`config.mk`:
```
export PLATFORM = sky130hd
export DESIGN_NAME = hdlc_like_frame_receiver
export DESIGN_NICKNAME = d
export VERILOG_FILES = /design/src/hw/rtl/hlfr_pkg.sv /design/src/hw/rtl/hdlc_like_frame_receiver.sv
export VERILOG_INCLUDE_DIRS = /design/src /design/src/hw/rtl
export SDC_FILE = /design/constraint.sdc
export NUM_CORES = 1
export LEC_CHECK = 0
export ABC_AREA = 1
export ABC_CLOCK_PERIOD_IN_PS = 1900
export BUFFER_PORTS_ARGS = -buffer_cell sky130_fd_sc_hd__buf_2
export CAP_MARGIN = 20
export CELL_PAD_IN_SITES_DETAIL_PLACEMENT = 1
export CELL_PAD_IN_SITES_GLOBAL_PLACEMENT = 1
export CORE_MARGIN = 4
export CORE_UTILIZATION = 38
export CTS_CLUSTER_DIAMETER = 40
export DETAILED_ROUTE_END_ITERATION = 10
export GPL_TIMING_DRIVEN = 0
export PLACE_DENSITY_LB_ADDON = 0.1
export SLEW_MARGIN = 10
export SYNTH_ARGS = -nofsm -noshare
export SYNTH_HDL_FRONTEND = slang
export SYNTH_SLANG_ARGS = --single-unit
```
`constraint.sdc`:
```
create_clock -name clock -period 1.9 [get_ports clock]
set_input_delay 0.475 -clock clock [delete_from_list [all_inputs] [get_ports clock]]
set_output_delay 0.475 -clock clock [all_outputs]
set_load 0.02 [all_outputs]
```
`src/hw/rtl/hdlc_like_frame_receiver_macros.svh`:
```
// ----------------------------------------------------------------------------
// hdlc_like_frame_receiver_macros
// Assertion helpers shared by the frame receiver RTL.
// Each macro expands to one labeled concurrent assertion clocked on the rising
// edge of clock and disabled while reset is high.
// ----------------------------------------------------------------------------
`ifndef HDLC_LIKE_FRAME_RECEIVER_MACROS_SVH
`define HDLC_LIKE_FRAME_RECEIVER_MACROS_SVH

// Same-cycle implication.
`define HLFR_ASSERT_NOW(label, ante, cons, msg) \
   label: assert property (@(posedge clock) disable iff (reset) (ante) |-> (cons)) \
      else $error(msg);

// Next-cycle implication.
`define HLFR_ASSERT_NEXT(label, ante, cons, msg) \
   label: assert property (@(posedge clock) disable iff (reset) (ante) |=> (cons)) \
      else $error(msg);

`endif

```
`src/hw/rtl/hlfr_pkg.sv`:
```
// ----------------------------------------------------------------------------
// hlfr_pkg
// Types, codes and helper functions of the flag-delimited frame receiver.
// ----------------------------------------------------------------------------
package hlfr_pkg;

   typedef enum logic [2:0] {
      PH_HUNT = 3'd0,
      PH_FLAG = 3'd1,
      PH_ADDR = 3'd2,
      PH_CTRL = 3'd3,
      PH_BODY = 3'd4,
      PH_DONE = 3'd5
   } phase_type;

   typedef enum logic [2:0] {
      EV_NONE = 3'd0,
      EV_OK   = 3'd1,
      EV_DUP  = 3'd2,
      EV_REJ  = 3'd3,
      EV_HDR  = 3'd4,
      EV_PAY  = 3'd5
   } event_type;

   localparam logic [1:0] CMD_BYTE     = 2'd0;
   localparam logic [1:0] CMD_RESTART  = 2'd1;
   localparam logic [1:0] CMD_LOAD_SEQ = 2'd2;

   localparam logic [1:0] MODE_SUPERVISION = 2'd0;
   localparam logic [1:0] MODE_WRITE_ACK   = 2'd1;
   localparam logic [1:0] MODE_READ_INFO   = 2'd2;

   localparam logic [1:0] REG_LINK_MODE        = 2'd0;
   localparam logic [1:0] REG_EXPECTED_ADDRESS = 2'd1;
   localparam logic [1:0] REG_EXPECTED_CONTROL = 2'd2;
   localparam logic [1:0] REG_FLAG_BYTE        = 2'd3;

   localparam logic [7:0] ESC_BYTE = 8'h7D;
   localparam logic [7:0] ESC_XOR  = 8'h20;

   localparam logic [1:0] LINK_MODE_RESET        = MODE_SUPERVISION;
   localparam logic [7:0] EXPECTED_ADDRESS_RESET = 8'h03;
   localparam logic [7:0] EXPECTED_CONTROL_RESET = 8'h00;
   localparam logic [7:0] FLAG_BYTE_RESET        = 8'h7E;

   // Information frame control code for sequence bit n.
   function automatic logic [7:0] info_code(input logic n);
      return {1'b0, n, 6'b000000};
   endfunction

   // Reject control code for sequence bit n.
   function automatic logic [7:0] rej_code(input logic n);
      return {n, 6'b000000, 1'b1};
   endfunction

endpackage

```
`src/hw/rtl/hdlc_like_frame_receiver.sv`:
```
// A result beat appears in the cycle after its input beat is accepted.
// Throughput: one input byte per cycle; the only stall is a full result
// register whose beat the consumer is itself stalling.
// Reset is synchronous and active high: the receiver hunts for a start flag,
// the sequence bit is zero and the registers take their documented defaults.
// ----------------------------------------------------------------------------
// hdlc_like_frame_receiver
// Byte-wise receiver for flag-delimited frames with an address/control header,
// an XOR header check, byte destuffing and an XOR payload check byte.
// ----------------------------------------------------------------------------
`include "hdlc_like_frame_receiver_macros.svh"

module hdlc_like_frame_receiver (
   input  logic                clock,
   input  logic                reset,
   // Input channel: one command beat per item.
   input  logic                req_valid,
   output logic                req_stall,
   input  logic [1:0]          req_cmd,
   input  logic [7:0]          req_rx_byte,
   input  logic                req_seq_value,
   // Result channel: one result beat per input beat.
   output logic                rsp_valid,
   input  logic                rsp_stall,
   output logic                rsp_data_valid,
   output logic [7:0]          rsp_data_byte,
   output hlfr_pkg::event_type rsp_frame_event,
   // Configuration write channel.
   input  logic                csr_valid,
   output logic                csr_ready,
   input  logic [1:0]          csr_index,
   input  logic [7:0]          csr_wdata
);
   import hlfr_pkg::*;

   // Configuration registers. Writes are always taken.
   logic [1:0] link_mode_ff;
   logic [7:0] expected_address_ff;
   logic [7:0] expected_control_ff;
   logic [7:0] flag_byte_ff;

   // Receiver state. held_byte_ff is only read while held_valid_ff is set,
   // so it carries no reset.
   phase_type  phase_ff, phase_in;
   logic       seq_bit_ff, seq_bit_in;
   logic [7:0] header_address_ff, header_address_in;
   logic [7:0] header_control_ff, header_control_in;
   logic       duplicate_mark_ff, duplicate_mark_in;
   logic       escape_pending_ff, escape_pending_in;
   logic [7:0] held_byte_ff, held_byte_in;
   logic       held_valid_ff, held_valid_in;
   logic [7:0] running_xor_ff, running_xor_in;

   // Result register. It parts the two channels: a new beat is accepted in the
   // same cycle that the waiting result leaves.
   logic       rsp_valid_ff;
   logic       rsp_data_valid_ff, rsp_data_valid_in;
   logic [7:0] rsp_data_byte_ff, rsp_data_byte_in;
   event_type  rsp_frame_event_ff, rsp_frame_event_in;

   logic       req_fire;
   logic       byte_fire;
   logic       mode_rd;
   logic       mode_wr;
   logic [7:0] rx_destuffed;

   assign csr_ready = 1'b1;
   assign req_stall = rsp_valid_ff && rsp_stall;
   assign req_fire  = req_valid && !req_stall;
   assign byte_fire = req_fire && (req_cmd == CMD_BYTE);

   assign mode_rd = (link_mode_ff == MODE_READ_INFO);
   assign mode_wr = (link_mode_ff == MODE_WRITE_ACK);

   // Destuffed value of the incoming byte when it follows an escape.
   assign rx_destuffed = escape_pending_ff ? (req_rx_byte ^ ESC_XOR) : req_rx_byte;

   always_ff @(posedge clock) begin
      if (reset) begin
         link_mode_ff        <= LINK_MODE_RESET;
         expected_address_ff <= EXPECTED_ADDRESS_RESET;
         expected_control_ff <= EXPECTED_CONTROL_RESET;
         flag_byte_ff        <= FLAG_BYTE_RESET;
      end else if (csr_valid && csr_ready) begin
         case (csr_index)
            REG_LINK_MODE:        link_mode_ff        <= csr_wdata[1:0];
            REG_EXPECTED_ADDRESS: expected_address_ff <= csr_wdata;
            REG_EXPECTED_CONTROL: expected_control_ff <= csr_wdata;
            REG_FLAG_BYTE:        flag_byte_ff        <= csr_wdata;
            default: ;
         endcase
      end
   end

   // Next-state logic. Every error path returns to the hunt with the per-frame
   // state cleared; the sequence bit and the stored header survive.
   always_comb begin
      phase_in          = phase_ff;
      seq_bit_in        = seq_bit_ff;
      header_address_in = header_address_ff;
      header_control_in = header_control_ff;
      duplicate_mark_in = duplicate_mark_ff;
      escape_pending_in = escape_pending_ff;
      held_byte_in      = held_byte_ff;
      held_valid_in     = held_valid_ff;
      running_xor_in    = running_xor_ff;

      if (req_fire && (req_cmd == CMD_RESTART)) begin
         phase_in          = PH_HUNT;
         duplicate_mark_in = 1'b0;
         escape_pending_in = 1'b0;
         held_valid_in     = 1'b0;
         running_xor_in    = '0;
      end else if (req_fire && (req_cmd == CMD_LOAD_SEQ)) begin
         seq_bit_in = req_seq_value;
      end else if (byte_fire) begin
         case (phase_ff)
            PH_FLAG: begin
               if (req_rx_byte == expected_address_ff) begin
                  phase_in          = PH_ADDR;
                  header_address_in = req_rx_byte;
               end else if (req_rx_byte != flag_byte_ff) begin
                  phase_in          = PH_HUNT;
                  duplicate_mark_in = 1'b0;
               end
            end
            PH_ADDR: begin
               if (mode_wr && (req_rx_byte == rej_code(!seq_bit_ff))) begin
                  phase_in          = PH_HUNT;
                  duplicate_mark_in = 1'b0;
               end else if (mode_rd && (req_rx_byte == info_code(!seq_bit_ff))) begin
                  duplicate_mark_in = 1'b1;
                  header_control_in = req_rx_byte;
                  phase_in          = PH_CTRL;
               end else if (req_rx_byte == expected_control_ff) begin
                  duplicate_mark_in = 1'b0;
                  header_control_in = req_rx_byte;
                  phase_in          = PH_CTRL;
               end else if (req_rx_byte == flag_byte_ff) begin
                  phase_in = PH_FLAG;
               end else begin
                  phase_in          = PH_HUNT;
                  duplicate_mark_in = 1'b0;
               end
            end
            PH_CTRL: begin
               if (req_rx_byte == (header_address_ff ^ header_control_ff)) begin
                  if (mode_rd && duplicate_mark_ff) begin
                     phase_in          = PH_HUNT;
                     duplicate_mark_in = 1'b0;
                  end else begin
                     phase_in = PH_BODY;
                  end
               end else if (req_rx_byte == flag_byte_ff) begin
                  phase_in          = PH_FLAG;
                  duplicate_mark_in = 1'b0;
               end else begin
                  phase_in          = PH_HUNT;
                  duplicate_mark_in = 1'b0;
               end
            end
            PH_BODY: begin
               if (!mode_rd) begin
                  if (req_rx_byte == flag_byte_ff) begin
                     phase_in = PH_DONE;
                  end else begin
                     phase_in          = PH_HUNT;
                     duplicate_mark_in = 1'b0;
                  end
               end else if (req_rx_byte == flag_byte_ff) begin
                  // Closing flag: the held byte is the check byte.
                  if (held_valid_ff && !escape_pending_ff &&
                      (running_xor_ff == held_byte_ff)) begin
                     seq_bit_in = !seq_bit_ff;
                     phase_in   = PH_DONE;
                  end else begin
                     phase_in          = PH_HUNT;
                     duplicate_mark_in = 1'b0;
                  end
                  escape_pending_in = 1'b0;
                  held_valid_in     = 1'b0;
                  running_xor_in    = '0;
               end else if (!escape_pending_ff && (req_rx_byte == ESC_BYTE)) begin
                  escape_pending_in = 1'b1;
               end else begin
                  escape_pending_in = 1'b0;
                  if (held_valid_ff) begin
                     running_xor_in = running_xor_ff ^ held_byte_ff;
                  end
                  held_byte_in  = rx_destuffed;
                  held_valid_in = 1'b1;
               end
            end
            PH_DONE: ;
            default: begin
               // Hunting: a flag opens a new frame.
               if (req_rx_byte == flag_byte_ff) begin
                  phase_in          = PH_FLAG;
                  duplicate_mark_in = 1'b0;
                  escape_pending_in = 1'b0;
                  held_valid_in     = 1'b0;
                  running_xor_in    = '0;
               end
            end
         endcase
      end
   end

   // Result logic for the accepted beat.
   always_comb begin
      rsp_data_valid_in  = 1'b0;
      rsp_data_byte_in   = '0;
      rsp_frame_event_in = EV_NONE;

      if (byte_fire) begin
         case (phase_ff)
            PH_ADDR: begin
               if (mode_wr && (req_rx_byte == rej_code(!seq_bit_ff))) begin
                  rsp_frame_event_in = EV_REJ;
               end
            end
            PH_CTRL: begin
               if (req_rx_byte == (header_address_ff ^ header_control_ff)) begin
                  if (mode_rd && duplicate_mark_ff) begin
                     rsp_frame_event_in = EV_DUP;
                  end
               end else if (req_rx_byte != flag_byte_ff) begin
                  if (mode_rd || mode_wr) begin
                     rsp_frame_event_in = EV_HDR;
                  end
               end
            end
            PH_BODY: begin
               if (!mode_rd) begin
                  if (req_rx_byte == flag_byte_ff) begin
                     rsp_frame_event_in = EV_OK;
                  end
               end else if (req_rx_byte == flag_byte_ff) begin
                  if (held_valid_ff && !escape_pending_ff &&
                      (running_xor_ff == held_byte_ff)) begin
                     rsp_frame_event_in = EV_OK;
                  end else begin
                     rsp_frame_event_in = EV_PAY;
                  end
               end else if (!(!escape_pending_ff && (req_rx_byte == ESC_BYTE))) begin
                  // A completed payload byte pushes out the previously held one.
                  if (held_valid_ff) begin
                     rsp_data_valid_in = 1'b1;
                     rsp_data_byte_in  = held_byte_ff;
                  end
               end
            end
            default: ;
         endcase
      end
   end

   always_ff @(posedge clock) begin
      if (reset) begin
         phase_ff          <= PH_HUNT;
         seq_bit_ff        <= 1'b0;
         header_address_ff <= '0;
         header_control_ff <= '0;
         duplicate_mark_ff <= 1'b0;
         escape_pending_ff <= 1'b0;
         held_valid_ff     <= 1'b0;
         running_xor_ff    <= '0;
      end else begin
         phase_ff          <= phase_in;
         seq_bit_ff        <= seq_bit_in;
         header_address_ff <= header_address_in;
         header_control_ff <= header_control_in;
         duplicate_mark_ff <= duplicate_mark_in;
         escape_pending_ff <= escape_pending_in;
         held_valid_ff     <= held_valid_in;
         running_xor_ff    <= running_xor_in;
      end
   end

   always_ff @(posedge clock) begin
      held_byte_ff <= held_byte_in;
   end

   // Result register: loads on every accepted beat, empties when taken.
   always_ff @(posedge clock) begin
      if (reset) begin
         rsp_valid_ff <= 1'b0;
      end else if (req_fire) begin
         rsp_valid_ff <= 1'b1;
      end else if (!rsp_stall) begin
         rsp_valid_ff <= 1'b0;
      end
   end

   always_ff @(posedge clock) begin
      if (req_fire) begin
         rsp_data_valid_ff  <= rsp_data_valid_in;
         rsp_data_byte_ff   <= rsp_data_byte_in;
         rsp_frame_event_ff <= rsp_frame_event_in;
      end
   end

   assign rsp_valid       = rsp_valid_ff;
   assign rsp_data_valid  = rsp_data_valid_ff;
   assign rsp_data_byte   = rsp_data_byte_ff;
   assign rsp_frame_event = rsp_frame_event_ff;

   // A payload byte and a frame event never share one result.
   `HLFR_ASSERT_NOW(a_data_no_event, rsp_valid_ff && rsp_data_valid_ff, rsp_frame_event_ff == EV_NONE, "payload byte carried a frame event")
   // While a header is being read, no payload state is left over.
   `HLFR_ASSERT_NOW(a_header_state_clear, (phase_ff == PH_FLAG) || (phase_ff == PH_ADDR) || (phase_ff == PH_CTRL), !held_valid_ff && !escape_pending_ff && (running_xor_ff == 8'h00), "payload state left during header")
   // A restart always leaves the receiver hunting with a clear check.
   `HLFR_ASSERT_NEXT(a_restart_hunts, req_fire && (req_cmd == CMD_RESTART), (phase_ff == PH_HUNT) && (running_xor_ff == 8'h00), "restart did not return to hunt")
   // A good read frame toggles the sequence bit.
   `HLFR_ASSERT_NEXT(a_ok_toggles_seq, byte_fire && mode_rd && (rsp_frame_event_in == EV_OK), seq_bit_ff != $past(seq_bit_ff), "read frame ok without sequence toggle")

endmodule

```
==> key figures <==
Status
  – Status: completed

Worst setup path
  – CP arrival: 1920 ps
  – Crit-path max cell delay: 340 ps
  – Required @ worst endpoint: 1980 ps
  – Reg2reg start: link_mode_ff[0]
  – Worst r2r dst: held_byte_ff[6]
  – Crit-path max FO: 8
  – Crit path kind: reg -> reg
  – CP Launch Type: flip-flop
  – R2R cell count: 7
  – Crit-path slowest cell: dfxtp_1
  – Crit-path most repeated cell: inv_1
  – Setup slack, reg-to-reg: 60 ps
  – Crit. End Element: flip-flop
  – CP cell instances: inv_2 > ha_4 > inv_1 > nor2_4 > inv_1 > nor4_4 > buf_4

Yosys
  – Syn nets: roughly 650
  – Syn Area/Cell: 6.824 µm²
  – Yosys top cell area share: 0.2740
  – Yosys reg bits: 78
  – Post-Synthesis Cells: 621
  – Area leader, netlist: dfxtp_1
  – Synth Warn #: 0
  – Synth top area cells: dfxtp_1 27%, nand2_1 16%, edfxtp_1 14%
  – Library cells used by synthesis: 36
  – Register area share after synthesis: 0.4157
  – Post-synthesis cell area: approximately 4200 µm²

Min path
  – Worst Hold Class: in -> reg
  – Worst hold path startpoint: req_rx_byte[6]
  – Hold EP: held_byte_ff[6]
  – Worst hold stages: 1

Detailed routing
  – DRT iter0 DRCs: 167
  – Remaining DRCs: 0
  – WL final: 12,960 µm
  – Routed vias: 4,072
  – First-pass DRT Iterations: 4
  – Post-route ant nets: 0
  – DR WL/cell: about 16 µm
  – Vias per cell: between 4 and 5

Clocking
  – Clock buffer depth: 2
  – Clk root buf: clkbuf_8
  – Clock Latency Late Sink: 370 ps
  – CTS Sinks: about 80
  – CTS tree: done
  – Cts hold-fix bufs: 0
  – H-tree depth: 3
  – Worst-path clk slew: 80 ps
  – Total CTS buffers: 9

STA
  – Fmax: 0.5422 GHz
  – Worst-Margin Slew: between 500 and 600 ps
  – Final slew viol count: 0
  – Slew headroom: 0.6465
  – Clock Skew: slightly below 10 ps
  – Final worst path period share: 0.9707
  – Worst setup margin: between 50 and 60 ps
  – RSZ-0062 raised after global routing: true
  – Final hold vios: 0
  – Final setup fails: 0
  – Fin Hold WS: between 200 and 300 ps
  – Period minus WS final: ~1800 ps

Global route
  – Vias in the first global route: roughly 4,300
  – Total grt overflow: 0
  – GR Util All Layers: 0.2101
  – Initial antenna violation count: 0
  – Global-route wire length before repair: 21,090 µm
  – Largest net degree at the start of global routing: 13

Die
  – Die Wd: 113.6 µm
  – IO Count: 41
  – FP Rows: 38
  – Area of the die: around 13,000 µm²
  – Die height: 113.6 µm
  – Starting Density: 0.3892
  – Core Area: approximately 11,000 µm²

Finish
  – Layout Area Growth over Synthesis: 20.52%
  – Layout Nets: 713
  – Fill cells: around 1,400
  – Fin util: 0.4691
  – # diodes: 0
  – Share of layout cells above drive strength 1: 0.1870

Power
  – Leak Pwr: 2.387 nW
  – Max IR drop VDD: between 0.4 and 0.5 mV
  – Pwr/cell area: 665.6 nW/µm²

Placed design
  – GPL Wtd Cong: 0.8387
  – Number of port buffers: 37
  – Dpl hpwl: roughly 9600 µm
  – DP Worst Slack: -615.3 ps

Flow run
  – Max-cap viol count: 0
==> metal layers <==
metal	GRT usage	vias up	part of all wire
met5	0	-	0
met4	0.09776	0	0.026
met3	0.03024	22	0.026
met2	0.3761	56	0.51
met1	0.2464	1911	0.43
li1	-	2083	-
==> stage by stage <==
| step | cells | instance area [µm²] | power, mW | setup TNS, ps |
|---|---|---|---|---|
| after floorplan | 621 | 4267 | 2.041 | 0 |
| after global placement | 798 | 4627 | 2.169 | -16470 |
| after detailed placement | 798 | 4627 | 2.181 | -17860 |
| after CTS | 817 | 4867 | 3.425 | -27.96 |
| after global routing | 830 | 5107 | 3.567 | -587.1 |
| final | 830 | 5107 | 3.399 | 0 |
==> registers in the layout, summed over array words and instances, names as in the netlist <==
name and cells:
header_control_ff 8, rsp_data_valid 1, rsp_data_byte 8, duplicate_mark_ff 1, rsp_valid 1, expected_address_ff 8
expected_control_ff 8, link_mode_ff 2, rsp_frame_event 3, held_byte_ff 8, seq_bit_ff 1, running_xor_ff 8
held_valid_ff 1, header_address_ff 8, flag_byte_ff 8, phase_ff 3, escape_pending_ff 1
==> worst max-delay path by stage <==
stage / startpoint / end / cells past startpoint
3_3_place_gp: req_rx_byte[0] / rsp_data_byte[4] / 12
3_5_place_dp: req_rx_byte[0] / rsp_data_byte[4] / 12
5_1_grt: link_mode_ff[0] / rsp_data_byte[7] / 8
2_1_floorplan: req_rx_byte[6] / rsp_data_byte[2] / 11
6_report: link_mode_ff[0] / held_byte_ff[6] / 7
4_1_cts: link_mode_ff[0] / header_control_ff[7] / 10
==> what timing repair did <==
action | CTS | global route
gates resized for setup | 9 | 44
pin swaps | 4 | 14
gates cloned | 0 | 2
buffers inserted | 3 | 11
setup endpoints to repair | 41 | 42
==> cells in the mapped netlist <==
library cell	instances
dfxtp_1	58
nor3b_4	1
nand2_2	4
inv_1	90
buf_4	6
nand3_2	2
a32oi_1	1
nand2_4	2
nor4_4	1
conb_1	1
o211ai_1	2
xor2_1	4
o31ai_1	1
clkbuf_1	6
nand3b_1	2
nor2_4	1
buf_6	2
nand3_1	29
o21ai_1	1
nand2_1	177
xnor2_1	10
nor3_2	1
inv_2	5
edfxtp_1	20
nor2_1	81
o21ai_0	43
ha_1	2
a211oi_1	1
nor4_1	1
buf_2	5
nor3_4	1
o2111ai_1	1
nand4_1	7
or2_2	1
nor3_1	5
a21oi_1	46
==> cell usage in the layout (no fill, tap or decap), drive strengths merged <==
cell / synthesis / layout
clkinv: 0 / 2
clkbuf: 6 / 20
nor4: 2 / 2
nor3b: 1 / 1
a211oi: 1 / 1
conb: 1 / 1
xnor2: 10 / 10
nand3b: 2 / 2
o211ai: 2 / 2
bufinv: 0 / 1
xor2: 4 / 4
nand4: 7 / 7
a32oi: 1 / 1
o31ai: 1 / 1
nor3: 7 / 7
o21ai: 44 / 44
inv: 95 / 96
nor2: 82 / 82
nand2: 183 / 183
a21oi: 46 / 46
o2111ai: 1 / 1
buf: 13 / 64
edfxtp: 20 / 20
nand3: 31 / 31
or2: 1 / 1
dfxtp: 58 / 58
ha: 2 / 2
==> cell type report <==
type / instances / area [µm²] / share of cell area
multi-input combinational: 429 / 2143 / 0.4196
sequential: 78 / 1763 / 0.3452
inverter: 95 / 359.1 / 0.07031
timing repair buffer: 53 / 330.3 / 0.06467
tap: 140 / 175.2 / 0.03430
buffer: 19 / 155.1 / 0.03038
clock buffer: 12 / 135.1 / 0.02646
clock inverter: 4 / 46.29 / 0.009064
==> report_power, final <==
group	switching, mW	leakage (nW)	internal, mW
clock network	0.632	0.0901	0.605
registers	0.0215	0.665	1.74
logic	0.260	1.63	0.137
==> cells by family (layout without fill, tap and decap cells) <==
kind of cell / Yosys count / after routing / share of synthesized area
simple gates: 316 / 316 / 0.3198
buf+inv: 114 / 183 / 0.1113
compound gates: 96 / 96 / 0.1175
flops: 78 / 78 / 0.4157
xor+xnor: 14 / 14 / 0.02893
fa+ha+maj: 2 / 2 / 0.005904
other cells: 1 / 1 / 0.0008849
==> worst max-delay path, delay by kind of cell, from the launching register on <==
family	cells	cell delay, ps
flip-flops	1	340
adder cells (fa/ha/maj)	1	170
buffers and inverters	4	540
AND/OR/NAND/NOR	2	500
Power figures use the tool's default switching activity.
